===== src/rtl/core/hltd_pkg.sv =====
// Package for the header/length/trailer deframer.
// Holds shared types, codes and defaults; used by hltd_ctrl, hltd_dp and the top level.
package hltd_pkg;

  localparam int BUFFER_DEPTH_DEF = 64;
  localparam int MAX_PAYLOAD_DEF  = 32;

  localparam logic [15:0] HEAD_MARK_RST = 16'hA55A;
  localparam logic [15:0] END_MARK_RST  = 16'h5AA5;
  localparam logic [5:0]  MAX_LEN_RST   = 6'd32;

  localparam logic [1:0] REG_HEAD_MARK = 2'd0;
  localparam logic [1:0] REG_END_MARK  = 2'd1;
  localparam logic [1:0] REG_MAX_LEN   = 2'd2;

  typedef enum logic [1:0] {
    PH_HEAD,
    PH_TYPE,
    PH_LEN,
    PH_END
  } phase_t;

  typedef enum logic [3:0] {
    S_IDLE,
    S_DROP,
    S_CHECK,
    S_H0,
    S_H1,
    S_T,
    S_L,
    S_E0,
    S_E1,
    S_EMPTY,
    S_P_RD,
    S_P_OUT
  } ctl_state_t;

  typedef enum logic [2:0] {
    RD_OLD0,
    RD_OLD1,
    RD_SCAN,
    RD_END0,
    RD_END1,
    RD_PAY
  } rd_sel_t;

  typedef enum logic [1:0] {
    EM_DROP,
    EM_EMPTY,
    EM_DATA
  } emit_t;

  typedef struct packed {
    logic    take;
    logic    rd_en;
    rd_sel_t rd_sel;
    logic    cap_b0;
    logic    set_type;
    logic    set_len;
    logic    adv_scan;
    logic    start_scan2;
    logic    discard1;
    logic    discard_frame;
    logic    clr_idx;
    logic    adv_idx;
    logic    emit;
    emit_t   emit_kind;
  } dp_cmd_t;

  typedef struct packed {
    logic full;
    logic avail_ge1;
    logic avail_ge2;
    logic avail_end;
    logic head_hit;
    logic end_hit;
    logic len_bad;
    logic len_zero;
    logic idx_last;
    logic out_free;
  } dp_stat_t;

endpackage


===== src/rtl/core/hltd_ctrl.sv =====
// Sequencer of the deframer: parse phase and step state machine.
// Depends on hltd_pkg; drives hltd_dp through dp_cmd_t and reads dp_stat_t.
module hltd_ctrl (
  input  logic               clk,
  input  logic               rst_n,
  input  logic               in_valid,
  output logic               in_stall,
  input  hltd_pkg::dp_stat_t stat,
  output hltd_pkg::dp_cmd_t  cmd
);
  import hltd_pkg::*;

  ctl_state_t state_r, state_nxt;
  phase_t     phase_r, phase_nxt;

  always_ff @(posedge clk) begin
    if (!rst_n) begin
      state_r <= S_IDLE;
      phase_r <= PH_HEAD;
    end else begin
      state_r <= state_nxt;
      phase_r <= phase_nxt;
    end
  end

  // next state and parse phase
  always_comb begin
    state_nxt = state_r;
    phase_nxt = phase_r;
    unique case (state_r)
      S_IDLE: begin
        if (in_valid) state_nxt = stat.full ? S_DROP : S_CHECK;
      end
      S_DROP: begin
        if (stat.out_free) state_nxt = S_CHECK;
      end
      S_CHECK: begin
        unique case (phase_r)
          PH_HEAD: state_nxt = stat.avail_ge2 ? S_H0 : S_IDLE;
          PH_TYPE: state_nxt = stat.avail_ge1 ? S_T : S_IDLE;
          PH_LEN:  state_nxt = stat.avail_ge1 ? S_L : S_IDLE;
          PH_END:  state_nxt = stat.avail_end ? S_E0 : S_IDLE;
          default: state_nxt = S_IDLE;
        endcase
      end
      S_H0: state_nxt = S_H1;
      S_H1: begin
        state_nxt = S_CHECK;
        if (stat.head_hit) phase_nxt = PH_TYPE;
      end
      S_T: begin
        state_nxt = S_CHECK;
        phase_nxt = PH_LEN;
      end
      S_L: begin
        state_nxt = S_CHECK;
        phase_nxt = stat.len_bad ? PH_HEAD : PH_END;
      end
      S_E0: state_nxt = S_E1;
      S_E1: begin
        if (!stat.end_hit) begin
          state_nxt = S_CHECK;
          phase_nxt = PH_HEAD;
        end else if (stat.len_zero) begin
          state_nxt = S_EMPTY;
        end else begin
          state_nxt = S_P_RD;
        end
      end
      S_EMPTY: begin
        if (stat.out_free) begin
          state_nxt = S_CHECK;
          phase_nxt = PH_HEAD;
        end
      end
      S_P_RD: state_nxt = S_P_OUT;
      S_P_OUT: begin
        if (stat.out_free) begin
          if (stat.idx_last) begin
            state_nxt = S_CHECK;
            phase_nxt = PH_HEAD;
          end else begin
            state_nxt = S_P_RD;
          end
        end
      end
      default: state_nxt = S_IDLE;
    endcase
  end

  // datapath commands
  always_comb begin
    cmd           = '0;
    cmd.rd_sel    = RD_SCAN;
    cmd.emit_kind = EM_DATA;
    in_stall      = (state_r != S_IDLE);
    unique case (state_r)
      S_IDLE: cmd.take = in_valid;
      S_DROP: begin
        cmd.emit      = stat.out_free;
        cmd.emit_kind = EM_DROP;
      end
      S_CHECK: begin
        cmd.rd_en = 1'b1;
        unique case (phase_r)
          PH_HEAD: cmd.rd_sel = RD_OLD0;
          PH_TYPE: cmd.rd_sel = RD_SCAN;
          PH_LEN:  cmd.rd_sel = RD_SCAN;
          PH_END:  cmd.rd_sel = RD_END0;
          default: cmd.rd_sel = RD_SCAN;
        endcase
      end
      S_H0: begin
        cmd.cap_b0 = 1'b1;
        cmd.rd_en  = 1'b1;
        cmd.rd_sel = RD_OLD1;
      end
      S_H1: begin
        cmd.start_scan2 = stat.head_hit;
        cmd.discard1    = !stat.head_hit;
      end
      S_T: begin
        cmd.set_type = 1'b1;
        cmd.adv_scan = 1'b1;
      end
      S_L: begin
        cmd.discard1 = stat.len_bad;
        cmd.set_len  = !stat.len_bad;
        cmd.adv_scan = !stat.len_bad;
      end
      S_E0: begin
        cmd.cap_b0 = 1'b1;
        cmd.rd_en  = 1'b1;
        cmd.rd_sel = RD_END1;
      end
      S_E1: begin
        cmd.discard1 = !stat.end_hit;
        cmd.clr_idx  = stat.end_hit;
      end
      S_EMPTY: begin
        cmd.emit          = stat.out_free;
        cmd.emit_kind     = EM_EMPTY;
        cmd.discard_frame = stat.out_free;
      end
      S_P_RD: begin
        cmd.rd_en  = 1'b1;
        cmd.rd_sel = RD_PAY;
      end
      S_P_OUT: begin
        cmd.emit          = stat.out_free;
        cmd.emit_kind     = EM_DATA;
        cmd.discard_frame = stat.out_free && stat.idx_last;
        cmd.adv_idx       = stat.out_free && !stat.idx_last;
      end
      default: cmd = '0;
    endcase
  end

endmodule


===== src/rtl/core/hltd_dp.sv =====
// Datapath of the deframer: byte ring, pointers, config registers, output register.
// Depends on hltd_pkg; commanded by hltd_ctrl.
module hltd_dp #(
  parameter int BUFFER_DEPTH = hltd_pkg::BUFFER_DEPTH_DEF,
  parameter int MAX_PAYLOAD  = hltd_pkg::MAX_PAYLOAD_DEF
) (
  input  logic               clk,
  input  logic               rst_n,
  input  hltd_pkg::dp_cmd_t  cmd,
  output hltd_pkg::dp_stat_t stat,
  input  logic [7:0]         in_rx_byte,
  input  logic               cfg_valid,
  output logic               cfg_ready,
  input  logic [1:0]         cfg_index,
  input  logic [15:0]        cfg_data,
  output logic               out_valid,
  input  logic               out_stall,
  output logic [7:0]         out_msg_type,
  output logic [7:0]         out_data_byte,
  output logic               out_data_valid,
  output logic               out_frame_last,
  output logic               out_byte_dropped
);
  import hltd_pkg::*;

  localparam int PW = $clog2(BUFFER_DEPTH);
  localparam int CW = $clog2(BUFFER_DEPTH + 1);
  localparam int EW = CW + 9;
  localparam logic [PW:0] DEPTH_W = (PW+1)'(BUFFER_DEPTH);
  localparam int CAP_I = (MAX_PAYLOAD < BUFFER_DEPTH - 6) ? MAX_PAYLOAD : BUFFER_DEPTH - 6;
  localparam logic [7:0] CAP = 8'(CAP_I);

  function automatic logic [PW-1:0] wrap(input logic [PW:0] s);
    return (s >= DEPTH_W) ? PW'(s - DEPTH_W) : s[PW-1:0];
  endfunction

  logic [7:0]    ring [BUFFER_DEPTH];
  logic [7:0]    rd_data_r, byte0_r, type_r, len_r, idx_r;
  logic [PW-1:0] oldest_r, scan_r, rd_addr, wr_addr, oldest_new;
  logic [CW-1:0] held_r, off_r, avail, drop_n;
  logic [15:0]   head_r, end_r;
  logic [5:0]    maxlen_r;
  logic [7:0]    limit;
  logic          out_valid_r;
  logic [7:0]    msg_type_r, data_byte_r;
  logic          data_valid_r, frame_last_r, byte_dropped_r;

  // configuration: always ready; the user must make writes only while idle, the block does not enforce it
  assign cfg_ready = 1'b1;
  always_ff @(posedge clk) begin
    if (!rst_n) begin
      head_r   <= HEAD_MARK_RST;
      end_r    <= END_MARK_RST;
      maxlen_r <= MAX_LEN_RST;
    end else if (cfg_valid) begin
      case (cfg_index)
        REG_HEAD_MARK: head_r   <= cfg_data;
        REG_END_MARK:  end_r    <= cfg_data;
        REG_MAX_LEN:   maxlen_r <= cfg_data[5:0];
        default: ;
      endcase
    end
  end

  assign limit = ({2'b00, maxlen_r} > CAP) ? CAP : {2'b00, maxlen_r};

  always_comb begin
    case (cmd.rd_sel)
      RD_OLD0: rd_addr = oldest_r;
      RD_OLD1: rd_addr = wrap({1'b0, oldest_r} + (PW+1)'(1));
      RD_END0: rd_addr = wrap({1'b0, scan_r} + (PW+1)'(len_r));
      RD_END1: rd_addr = wrap({1'b0, scan_r} + (PW+1)'(len_r) + (PW+1)'(1));
      RD_PAY:  rd_addr = wrap({1'b0, scan_r} + (PW+1)'(idx_r));
      default: rd_addr = scan_r;
    endcase
  end

  assign wr_addr    = wrap({1'b0, oldest_r} + (PW+1)'(held_r));
  assign drop_n     = cmd.discard_frame ? (off_r + CW'(len_r) + CW'(2)) : CW'(1);
  assign oldest_new = wrap({1'b0, oldest_r} + (PW+1)'(drop_n));

  // ring memory: one write and one registered read a cycle
  always_ff @(posedge clk) begin
    if (cmd.take && !stat.full) ring[wr_addr] <= in_rx_byte;
    if (cmd.rd_en) rd_data_r <= ring[rd_addr];
    if (cmd.cap_b0) byte0_r <= rd_data_r;
  end

  always_ff @(posedge clk) begin
    if (!rst_n) begin
      oldest_r <= '0;
      scan_r   <= '0;
      held_r   <= '0;
      off_r    <= '0;
      type_r   <= '0;
      len_r    <= '0;
      idx_r    <= '0;
    end else begin
      if (cmd.take && !stat.full) held_r <= held_r + CW'(1);
      if (cmd.set_type) type_r <= rd_data_r;
      if (cmd.set_len) len_r <= rd_data_r;
      if (cmd.clr_idx) idx_r <= '0;
      if (cmd.adv_idx) idx_r <= idx_r + 8'd1;
      if (cmd.adv_scan) begin
        scan_r <= wrap({1'b0, scan_r} + (PW+1)'(1));
        off_r  <= off_r + CW'(1);
      end
      if (cmd.start_scan2) begin
        scan_r <= wrap({1'b0, oldest_r} + (PW+1)'(2));
        off_r  <= CW'(2);
      end
      if (cmd.discard1 || cmd.discard_frame) begin
        oldest_r <= oldest_new;
        scan_r   <= oldest_new;
        held_r   <= held_r - drop_n;
        off_r    <= '0;
      end
    end
  end

  assign avail          = held_r - off_r;
  assign stat.full      = (held_r == CW'(BUFFER_DEPTH));
  assign stat.avail_ge1 = (avail != '0);
  assign stat.avail_ge2 = (avail >= CW'(2));
  assign stat.avail_end = (EW'(avail) >= EW'(len_r) + EW'(2));
  assign stat.head_hit  = (byte0_r == head_r[15:8]) && (rd_data_r == head_r[7:0]);
  assign stat.end_hit   = (byte0_r == end_r[15:8]) && (rd_data_r == end_r[7:0]);
  assign stat.len_bad   = (rd_data_r > limit);
  assign stat.len_zero  = (len_r == 8'd0);
  assign stat.idx_last  = ({1'b0, idx_r} + 9'd1 == {1'b0, len_r});
  assign stat.out_free  = !out_valid_r || !out_stall;

  // output register
  always_ff @(posedge clk) begin
    if (!rst_n) begin
      out_valid_r <= 1'b0;
    end else if (cmd.emit) begin
      out_valid_r <= 1'b1;
    end else if (!out_stall) begin
      out_valid_r <= 1'b0;
    end
  end

  always_ff @(posedge clk) begin
    if (cmd.emit) begin
      case (cmd.emit_kind)
        EM_DROP: begin
          msg_type_r     <= 8'd0;
          data_byte_r    <= 8'd0;
          data_valid_r   <= 1'b0;
          frame_last_r   <= 1'b0;
          byte_dropped_r <= 1'b1;
        end
        EM_EMPTY: begin
          msg_type_r     <= type_r;
          data_byte_r    <= 8'd0;
          data_valid_r   <= 1'b0;
          frame_last_r   <= 1'b1;
          byte_dropped_r <= 1'b0;
        end
        default: begin
          msg_type_r     <= type_r;
          data_byte_r    <= rd_data_r;
          data_valid_r   <= 1'b1;
          frame_last_r   <= stat.idx_last;
          byte_dropped_r <= 1'b0;
        end
      endcase
    end
  end

  assign out_valid        = out_valid_r;
  assign out_msg_type     = msg_type_r;
  assign out_data_byte    = data_byte_r;
  assign out_data_valid   = data_valid_r;
  assign out_frame_last   = frame_last_r;
  assign out_byte_dropped = byte_dropped_r;

  a_held_bound: assert property (@(posedge clk) disable iff (!rst_n)
    held_r <= CW'(BUFFER_DEPTH))
    else $error("held count beyond buffer depth");

  a_off_bound: assert property (@(posedge clk) disable iff (!rst_n)
    off_r <= held_r)
    else $error("scan offset beyond held bytes");

  a_emit_free: assert property (@(posedge clk) disable iff (!rst_n)
    cmd.emit |-> stat.out_free)
    else $error("result loaded over a stalled result");

endmodule


===== src/rtl/core/header_length_trailer_deframer.sv =====
// Top level of the header/length/trailer deframer.
// Depends on hltd_pkg, hltd_ctrl and hltd_dp.
//
// Each received byte is stored in a ring of BUFFER_DEPTH bytes and the held bytes
// are scanned for frames: head mark (2 bytes, high first), type, length L, L payload
// bytes, end mark (2 bytes, high first). Bytes ahead of a head mark are dropped one
// at a time; an over-limit length or a missing end mark drops only the first head
// byte and rescans from the next one. A good frame yields one transfer per payload
// byte with its type, frame_last on the last one; an empty frame yields one transfer
// with data_valid low. A byte that arrives with the ring full is not stored and
// yields a transfer with byte_dropped set. Timing: in_stall is low only while the
// sequencer idles, so a new byte is taken only once the scan that the last one
// triggered has finished; the scan runs on the single ring read port, one access
// per step, and waits on any output stall. Configuration is always ready and is
// to be written only while idle.
module header_length_trailer_deframer #(
  parameter int BUFFER_DEPTH = hltd_pkg::BUFFER_DEPTH_DEF,
  parameter int MAX_PAYLOAD  = hltd_pkg::MAX_PAYLOAD_DEF
) (
  input  logic        clk,
  input  logic        rst_n,
  input  logic        in_valid,
  output logic        in_stall,
  input  logic [7:0]  in_rx_byte,
  input  logic        cfg_valid,
  output logic        cfg_ready,
  input  logic [1:0]  cfg_index,
  input  logic [15:0] cfg_data,
  output logic        out_valid,
  input  logic        out_stall,
  output logic [7:0]  out_msg_type,
  output logic [7:0]  out_data_byte,
  output logic        out_data_valid,
  output logic        out_frame_last,
  output logic        out_byte_dropped
);
  import hltd_pkg::*;

  dp_cmd_t  cmd;
  dp_stat_t stat;

  // sequencer: owns the parse phase and issues one ring access per step
  hltd_ctrl u_ctrl (
    .clk      (clk),
    .rst_n    (rst_n),
    .in_valid (in_valid),
    .in_stall (in_stall),
    .stat     (stat),
    .cmd      (cmd)
  );

  // datapath: ring, pointers, mark compares and the output register
  hltd_dp #(
    .BUFFER_DEPTH (BUFFER_DEPTH),
    .MAX_PAYLOAD  (MAX_PAYLOAD)
  ) u_dp (
    .clk              (clk),
    .rst_n            (rst_n),
    .cmd              (cmd),
    .stat             (stat),
    .in_rx_byte       (in_rx_byte),
    .cfg_valid        (cfg_valid),
    .cfg_ready        (cfg_ready),
    .cfg_index        (cfg_index),
    .cfg_data         (cfg_data),
    .out_valid        (out_valid),
    .out_stall        (out_stall),
    .out_msg_type     (out_msg_type),
    .out_data_byte    (out_data_byte),
    .out_data_valid   (out_data_valid),
    .out_frame_last   (out_frame_last),
    .out_byte_dropped (out_byte_dropped)
  );

endmodule


===== config.mk =====
export PLATFORM = sky130hd
export DESIGN_NAME = header_length_trailer_deframer
export DESIGN_NICKNAME = d
export VERILOG_FILES = /design/src/rtl/core/hltd_pkg.sv /design/src/rtl/core/hltd_ctrl.sv /design/src/rtl/core/hltd_dp.sv /design/src/rtl/core/header_length_trailer_deframer.sv
export SDC_FILE = /design/constraint.sdc
export NUM_CORES = 1
export LEC_CHECK = 0
export ABC_AREA = 1
export BUFFER_PORTS_ARGS = -buffer_cell sky130_fd_sc_hd__buf_2
export CORE_MARGIN = 2
export CORE_UTILIZATION = 45
export CTS_CLUSTER_DIAMETER = 80
export DETAILED_ROUTE_END_ITERATION = 7
export HOLD_SLACK_MARGIN = 0.03
export PLACE_DENSITY = 0.59
export SETUP_SLACK_MARGIN = 0.1
export SYNTH_ARGS = -nofsm -noshare
export SYNTH_HDL_FRONTEND = slang
export SYNTH_SLANG_ARGS = --single-unit

===== constraint.sdc =====
create_clock -name clk -period 3.3 [get_ports clk]
set_input_delay 0.66 -clock clk [delete_from_list [all_inputs] [get_ports clk]]
set_output_delay 0.66 -clock clk [all_outputs]
set_load 0.005 [all_outputs]

* Yosys cells after proc, flatten, opt, wreduce, memory -nomap -nowiden
Memory sizes are Yosys's and may differ from the RTL's. A register that Yosys moved wholly into a read port is not among the register bits.
Cells that the tools add are included.
** Storage, ports and cells
- Flip-flop bits (word level) :: 122
- Bits in latches :: 0
- Memory bits (read-only) :: 0
- Memories :: 1
- RAM bits :: 512
** Memories
- u_dp.ring :: depth 64, width 8, read ports 1, clocked after memory_dff 1, write ports 1, line hltd_dp.sv:37 : logic [7:0] ring [BUFFER_DEPTH];
** Operators by class
- Add/subtract/negate cells :: 25
- Shifts and indexed selects :: 0
- $lt $le $gt $ge :: 12
- Multipliers :: 0
- Equal/unequal tests :: 35
- Divide/modulo/power cells :: 0
- Bitwise operators :: 1
- Muxes and demuxes :: 60
- Reduce and logical (&&, ||, !) cells :: 41
** Operator list (count)
- $mux 6 :: 12
- $ge 7x7->1 const B :: 8
- $sub 6x1->6 const B :: 8
- $pmux 4 s9 :: 1
- $eq 8x8->1 :: 4
- $pmux 6 s5 :: 1
- $add 6x7->7 :: 4
- $mux 2 :: 11
- $add 7x1->7 const B :: 3
- $mux 7 :: 3
- $mux 4 :: 5
- $pmux 4 s5 :: 1
- $eq 4x3->1 const B :: 4
- $eq 4x4->1 const B :: 4
- $ge 7x16->1 :: 1
- $mux 8 :: 2
- $pmux 4 s4 :: 1
- $add 6x1->7 const B :: 2
- $sub 7x7->7 :: 2
- $mux 1 :: 13
- $ne 2x1->1 const B :: 6
- $pmux 2 s6 :: 1
- $pmux 3 s4 :: 1
- $reduce_or 2->1 :: 5
- 42 further kinds :: 71

* Longest topological paths before layout
- Depth after elaboration :: 9
- Mapped depth :: 28
- Gate-level depth less buffers :: 27

* Cells and area by module
Synthesis repeated with hierarchy kept, for this count alone.
** Second synthesis, totals
- Cells, all modules :: 3225
- Area, all modules :: 30883.4 sq um
** By module, submodules not included
- hltd_dp :: cells each 3092, seq. area each 18207.5 sq um, times used 1, area each 30067.6 sq um
- hltd_ctrl :: cells each 133, seq. area each 120.1 sq um, times used 1, area each 815.8 sq um

* Worst setup path after synthesis
No wires, ideal clock.
- Kind :: reg2reg
- From :: reg u_dp.idx_r[1]
- To :: reg u_dp.held_r[6]
- Arrival :: 3362 ps
- Required time :: 3168 ps
- Buffers on the path :: 1
- Setup slack :: -194 ps
- Stages on the path, launching flop included :: 28
- Path through :: dfxtp_1 -> ha_1 -> nand4_1 -> o21ai_0 -> nand2_1 -> inv_1 -> nand2_1 -> a21oi_1 -> nand3_2 -> nand2_1 -> nand2_2 -> nand2_4 -> inv_1 -> buf_2 -> nor2_1 -> ha_1 -> a21oi_1 -> inv_1 -> a31oi_1 -> or2_2 -> nand2_1 -> a21oi_1 -> xor2_1 -> inv_1 -> nand2_1 -> nand2_1 -> o21ai_0 -> a21oi_1
** Between the ends
- Cells in the longest elaborated chain, start to end :: 7
- Elaborated cells on any way between the ends :: 9
- Classes of those cells :: add/sub: 2; eq/ne: 1; mux: 3; reduce/logical: 3
** RTL lines
- start, declared :: line hltd_dp.sv:38 : logic [7:0] rd_data_r, byte0_r, type_r, len_r, idx_r;
- start signal, assigned :: line hltd_dp.sv:103 : if (cmd.adv_idx) idx_r <= idx_r + 8'd1;
- $add 8x1->9 * :: line hltd_dp.sv:130 : assign stat.idx_last = ({1'b0, idx_r} + 9'd1 == {1'b0, len_r});
- $eq 9x8->1 * :: line hltd_dp.sv:130
- $logic_and 1x1->1 * :: line hltd_ctrl.sv:152 : cmd.discard_frame = stat.out_free && stat.idx_last;
- $pmux 1 s2 * :: line hltd_ctrl.sv:97 : unique case (state_r)
- $mux 7 :: line hltd_dp.sv:79 : assign drop_n = cmd.discard_frame ? (off_r + CW'(len_r) + CW'(2)) : CW'(1);
- $sub 7x7->7 :: line hltd_dp.sv:115 : held_r <= held_r - drop_n;
- $mux 7 :: line hltd_dp.sv:112 : if (cmd.discard1 || cmd.discard_frame) begin
- end signal, assigned :: line hltd_dp.sv:99 : if (cmd.take && !stat.full) held_r <= held_r + CW'(1);
- end signal, assigned :: line hltd_dp.sv:115
- end, declared :: line hltd_dp.sv:40 : logic [CW-1:0] held_r, off_r, avail, drop_n;
Every way passes the cells marked *; elsewhere a longest branch is shown, timed or not.
A chain may end at the register's enable or synchronous reset.

* Worst setup path in the final report
- From :: reg u_dp.idx_r[1]
- To :: reg u_dp.scan_r[5]
** Between the ends
- Cells in the longest elaborated chain, start to end :: 9
- Elaborated cells on any way between the ends :: 12
- Classes of those cells :: add/sub: 3; order compare: 1; eq/ne: 1; mux: 4; reduce/logical: 3
** RTL lines
- $add 8x1->9 * :: line hltd_dp.sv:130
- $eq 9x8->1 * :: line hltd_dp.sv:130
- $logic_and 1x1->1 * :: line hltd_ctrl.sv:152
- $pmux 1 s2 * :: line hltd_ctrl.sv:97
- $mux 7 :: line hltd_dp.sv:79
- $add 6x7->7 :: line hltd_dp.sv:80 : assign oldest_new = wrap({1'b0, oldest_r} + (PW+1)'(drop_n));
- $sub 6x1->6 / $ge 7x7->1 (equally long branches) :: line hltd_dp.sv:34 : return (s >= DEPTH_W) ? PW'(s - DEPTH_W) : s[PW-1:0];
- $mux 6 :: line hltd_dp.sv:34
- $mux 6 :: line hltd_dp.sv:112
- end signal, assigned :: line hltd_dp.sv:105 : scan_r <= wrap({1'b0, scan_r} + (PW+1)'(1));
- end signal, assigned :: line hltd_dp.sv:109 : scan_r <= wrap({1'b0, oldest_r} + (PW+1)'(2));
- end signal, assigned :: line hltd_dp.sv:114 : scan_r <= oldest_new;
- end, declared :: line hltd_dp.sv:39 : logic [PW-1:0] oldest_r, scan_r, rd_addr, wr_addr, oldest_new;
Marks and branches as above.

==> results.yml <==
clock_network:
  h-tree-depth: 3
  clock_latency_ns: 0.63
  cts_made_buffers: 72
  clock_sinks: 642
  clkTransAtPathRegs_ns: 0.06
  cts_max_path_buffers: 3
  root_buffer: "clkbuf_16"
  cts_tree: "yes"
grt:
  grt_overflow: 0
  grt_pass1_vias: 24000
  grt_use_total_pct: 27.0
  antenna_found_initial: 1
  grt_first_pass_wirelength_um: 145000
  grt_max_degree: 65
synth:
  syn_inst: 3169
  ys_ff_latch: 642
  synth_nets: 3269
  ys_warn_count: 0
  netlist_area_mm2: 0.0311
  ys_seq_area_share_pct: 58.9
  yosys.cell_types.count: 48
  syn_area_per_cell_um2: 9.82
sta:
  hold_violations: 0
  finalMaxSlewViolations: 0
  fin_crit_sh_pct: 108
  clock_skew_ns: 0.0217
  period_needed_ns: 3.57
  finalSetupViolations: 11
  fin_ws_ns: -0.269
  grt_setup_unrepaired: "yes"
  relSlewSlack_pct: 34.5
  max_freq_ghz: 0.280
  tightest_slew_ns: 0.983
  holdWs_ns: 0.258
finish:
  n_antenna_cell: 0
  drive_gt1_share_pct: 25.5
  fin_nets: 3631
  syn2layout_area_growth_pct: 28.3
  fin_area_mm2: 0.0399
  final_cell_count_no_fill: 4521
  nFillCells: 5714
route:
  vias_per_cell: 5.41
  drc_errors: 0
  vias: 24400
  drt_first_iter_violations: 2404
  drt_first_pass_iters: 5
  detail_route.wl_per_cell_um: 21.2
  ant_nets: 0
  detail_route.wirelength_um: 96000
place:
  dpl_cell_area_mm2: 0.0344
  hpwl_um: 60200
  place_inst: 4309
  io_buffers: 51
  pre_cts_slack_ns: -0.400
  place_congestion: 0.932
setup_path:
  worst-path-max-fanout: 6
  crit_path_start_kind: "flop"
  r2r_start: "u_dp.idx_r[1]"
  crit_buf_inv: 3
  critPathLaunch: "u_dp.idx_r[1]"
  critPathTopFamily: "simple AND/OR/NAND/NOR gates"
  reg2reg_slack_ns: -0.27
  max_stage_delay_ns: 0.37
  cp_common_cell: "nand2_2"
  r2r_cells: 27
  required_ns: 3.87
  worst-path-stages: 27
  crit_path_top_delay_cell: "dfxtp_4"
  worst-setup-path-type: "flop to flop"
  crit_end: "u_dp.scan_r[5]"
  cp_data_arrival_time_ns: 4.14
  reg2reg_to: "u_dp.scan_r[5]"
  worst_setup_path_end_kind: "flop"
floorplan:
  rows: 96
  io_pins: 53
  die_area_mm2: 0.0713
  initial_core_util_pct: 45.4
  fp.dieW_um: 267
  core_mm2: 0.0686
  fp.dieH_um: 267
pwr:
  seqPwrFrac_pct: 31.9
  p_int_mw: 18.4
  swShare_pct: 36.2
  pwr-share-comb_pct: 38.9
  powerDensity_mw_per_mm2: 721
  power_leakage_nw: 16.7
  ir_drop_mv: 0.459
  p_switching_mw: 10.4
  pwr-share-clk_pct: 29.2
  power.total_mw: 28.8
run_status:
  violations: "setup timing"
  status: "complete, but fails checks"
worst_hold_path:
  min_path_type: "primary input to flop"
  min_path_cells: 3
run:
  maxCapViolations: 0
-- Yosys cell counts (all sizes together) --
master / count / area share (%)
nor3b: 1 / 0.024
a21oi: 72 / 1.2
nand2: 543 / 6.7
nand3b: 178 / 4.3
or2: 14 / 0.28
o22ai: 6 / 0.12
nor4: 4 / 0.080
clkbuf: 37 / 0.45
buf: 113 / 2.5
nand4: 17 / 0.36
conb: 1 / 0.012
edfxtp: 547 / 53
o211ai: 6 / 0.14
nand3: 599 / 9.7
ha: 62 / 2.5
nor2: 216 / 2.7
o2111ai: 2 / 0.056
o21bai: 3 / 0.072
and2: 1 / 0.020
a21boi: 1 / 0.024
a22o: 1 / 0.028
xnor2: 37 / 1.0
nor3: 16 / 0.29
a31o: 1 / 0.028
inv: 460 / 5.6
a211oi: 4 / 0.096
a21o: 2 / 0.048
o21ai: 84 / 1.4
xor2: 34 / 0.96
fa: 7 / 0.45
dfxtp: 95 / 6.1
a31oi: 5 / 0.10
-- per-layer routing --
layer	share of wire [%]	GRT usage, %	up-vias	wire length (µm)
li1	-	-	11400	-
met5	0	0	-	0
met1	41	34.8	11900	39200
met3	6.5	4.36	221	6260
met4	4.4	11.7	0	4260
met2	48	45.2	912	46300
-- through the flow --
step | utilization (%) | TNS, ns
6_report | 58.2 | -1.31
3_3_place_gp | 50.2 | -3.35
3_5_place_dp | 50.2 | -3.61
5_1_grt | 58.2 | -3.85
4_1_cts | 57.1 | -0.953
2_1_floorplan | - | 0
-- placed cells by master, fill, tap and decap left out, types with 16 or more instances in the layout --
cell	instances
a21oi_1	63
xnor2_1	36
nand3_1	353
o21ai_0	71
nand4_1	16
buf_2	51
clkinv_2	16
dfxtp_1	85
buf_12	42
nand3b_1	178
nand2_2	23
buf_4	292
nor2_1	207
xor2_1	31
clkbuf_16	74
buf_6	26
nand3_2	219
nand2_1	510
nand3_4	27
buf_16	20
edfxtp_1	547
inv_1	445
ha_1	56
-- kinds of logic (layout without fill, tap and decap cells) --
| family | after synthesis | count (layout) | share of synthesized area, % |
|---|---|---|---|
| other | 1 | 1 | 0.0120 |
| and+or+nand+nor | 1589 | 1589 | 24.4 |
| AOI/OAI and AO/OA | 187 | 187 | 3.29 |
| xor gates and xnor gates | 71 | 71 | 2.00 |
| buffers and inverters | 610 | 1031 | 8.50 |
| adders and majority gates | 69 | 69 | 2.94 |
| DFF | 642 | 642 | 58.9 |
-- registers in the layout, summed over array words and instances (netlist names), 7 cells and up --
signal	flops
u_dp.ring	512
u_dp.end_r	16
u_dp.head_r	16
u_dp.byte0_r	8
u_dp.idx_r	8
u_dp.len_r	8
u_dp.out_data_byte	8
u_dp.out_msg_type	8
u_dp.rd_data_r	8
u_dp.type_r	8
u_dp.held_r	7
u_dp.off_r	7
-- power groups by stage --
| stage | registers, mW | clock network, mW | logic (mW) |
|---|---|---|---|
| 2_1_floorplan | 9.33 | 0 | 4.81 |
| 3_3_place_gp | 9.33 | 0 | 8.03 |
| 3_5_place_dp | 9.34 | 0 | 8.07 |
| 4_1_cts | 9.17 | 8.51 | 10.4 |
| 5_1_grt | 9.18 | 8.83 | 11.9 |
| 6_report | 9.17 | 8.40 | 11.2 |
-- worst reg2reg max path: cells and delay by family, from the launching register on --
kind                     cells  cell delay, ns
AO/OA/AOI/OAI                3            0.48
AND/OR/NAND/NOR             18            1.76
buffers and inverters        3            0.30
flip-flops                   1            0.37
XOR/XNOR                     1            0.28
adder cells (fa/ha/maj)      2            0.36
-- worst min path at each step --
stage | start | end | slack, ns
2_1_floorplan | u_dp.maxlen_r[0] | u_dp.maxlen_r[0] | 0.43
3_3_place_gp | u_dp.head_r[3] | u_dp.head_r[3] | 0.47
3_5_place_dp | u_dp.head_r[3] | u_dp.head_r[3] | 0.47
4_1_cts | cfg_data[12] | u_dp.end_r[12] | 0.24
5_1_grt | cfg_data[12] | u_dp.end_r[12] | 0.27
6_report | cfg_data[12] | u_dp.end_r[12] | 0.26
-- final cells by class --
| class | instances | area [µm²] | share of cell area (%) |
|---|---|---|---|
| Clock inverter | 43 | 510 | 1.28 |
| Inverter | 460 | 1750 | 4.38 |
| Clock buffer | 90 | 1960 | 4.91 |
| Sequential cell | 642 | 18300 | 45.9 |
| Multi-Input combinational cell | 1917 | 11900 | 29.9 |
| Timing Repair Buffer | 438 | 4270 | 10.7 |
| Tap cell | 931 | 1160 | 2.92 |
-- timing repair --
action / in CTS / in global routing
hold buffers: 0 / 0
gates resized for setup: 289 / 145
pin swaps: 121 / 78
gates cloned: 21 / 0
buffers inserted: 49 / 14
setup endpoints to repair: 14 / 117
No activity file was read; power rests on OpenSTA's default activity.
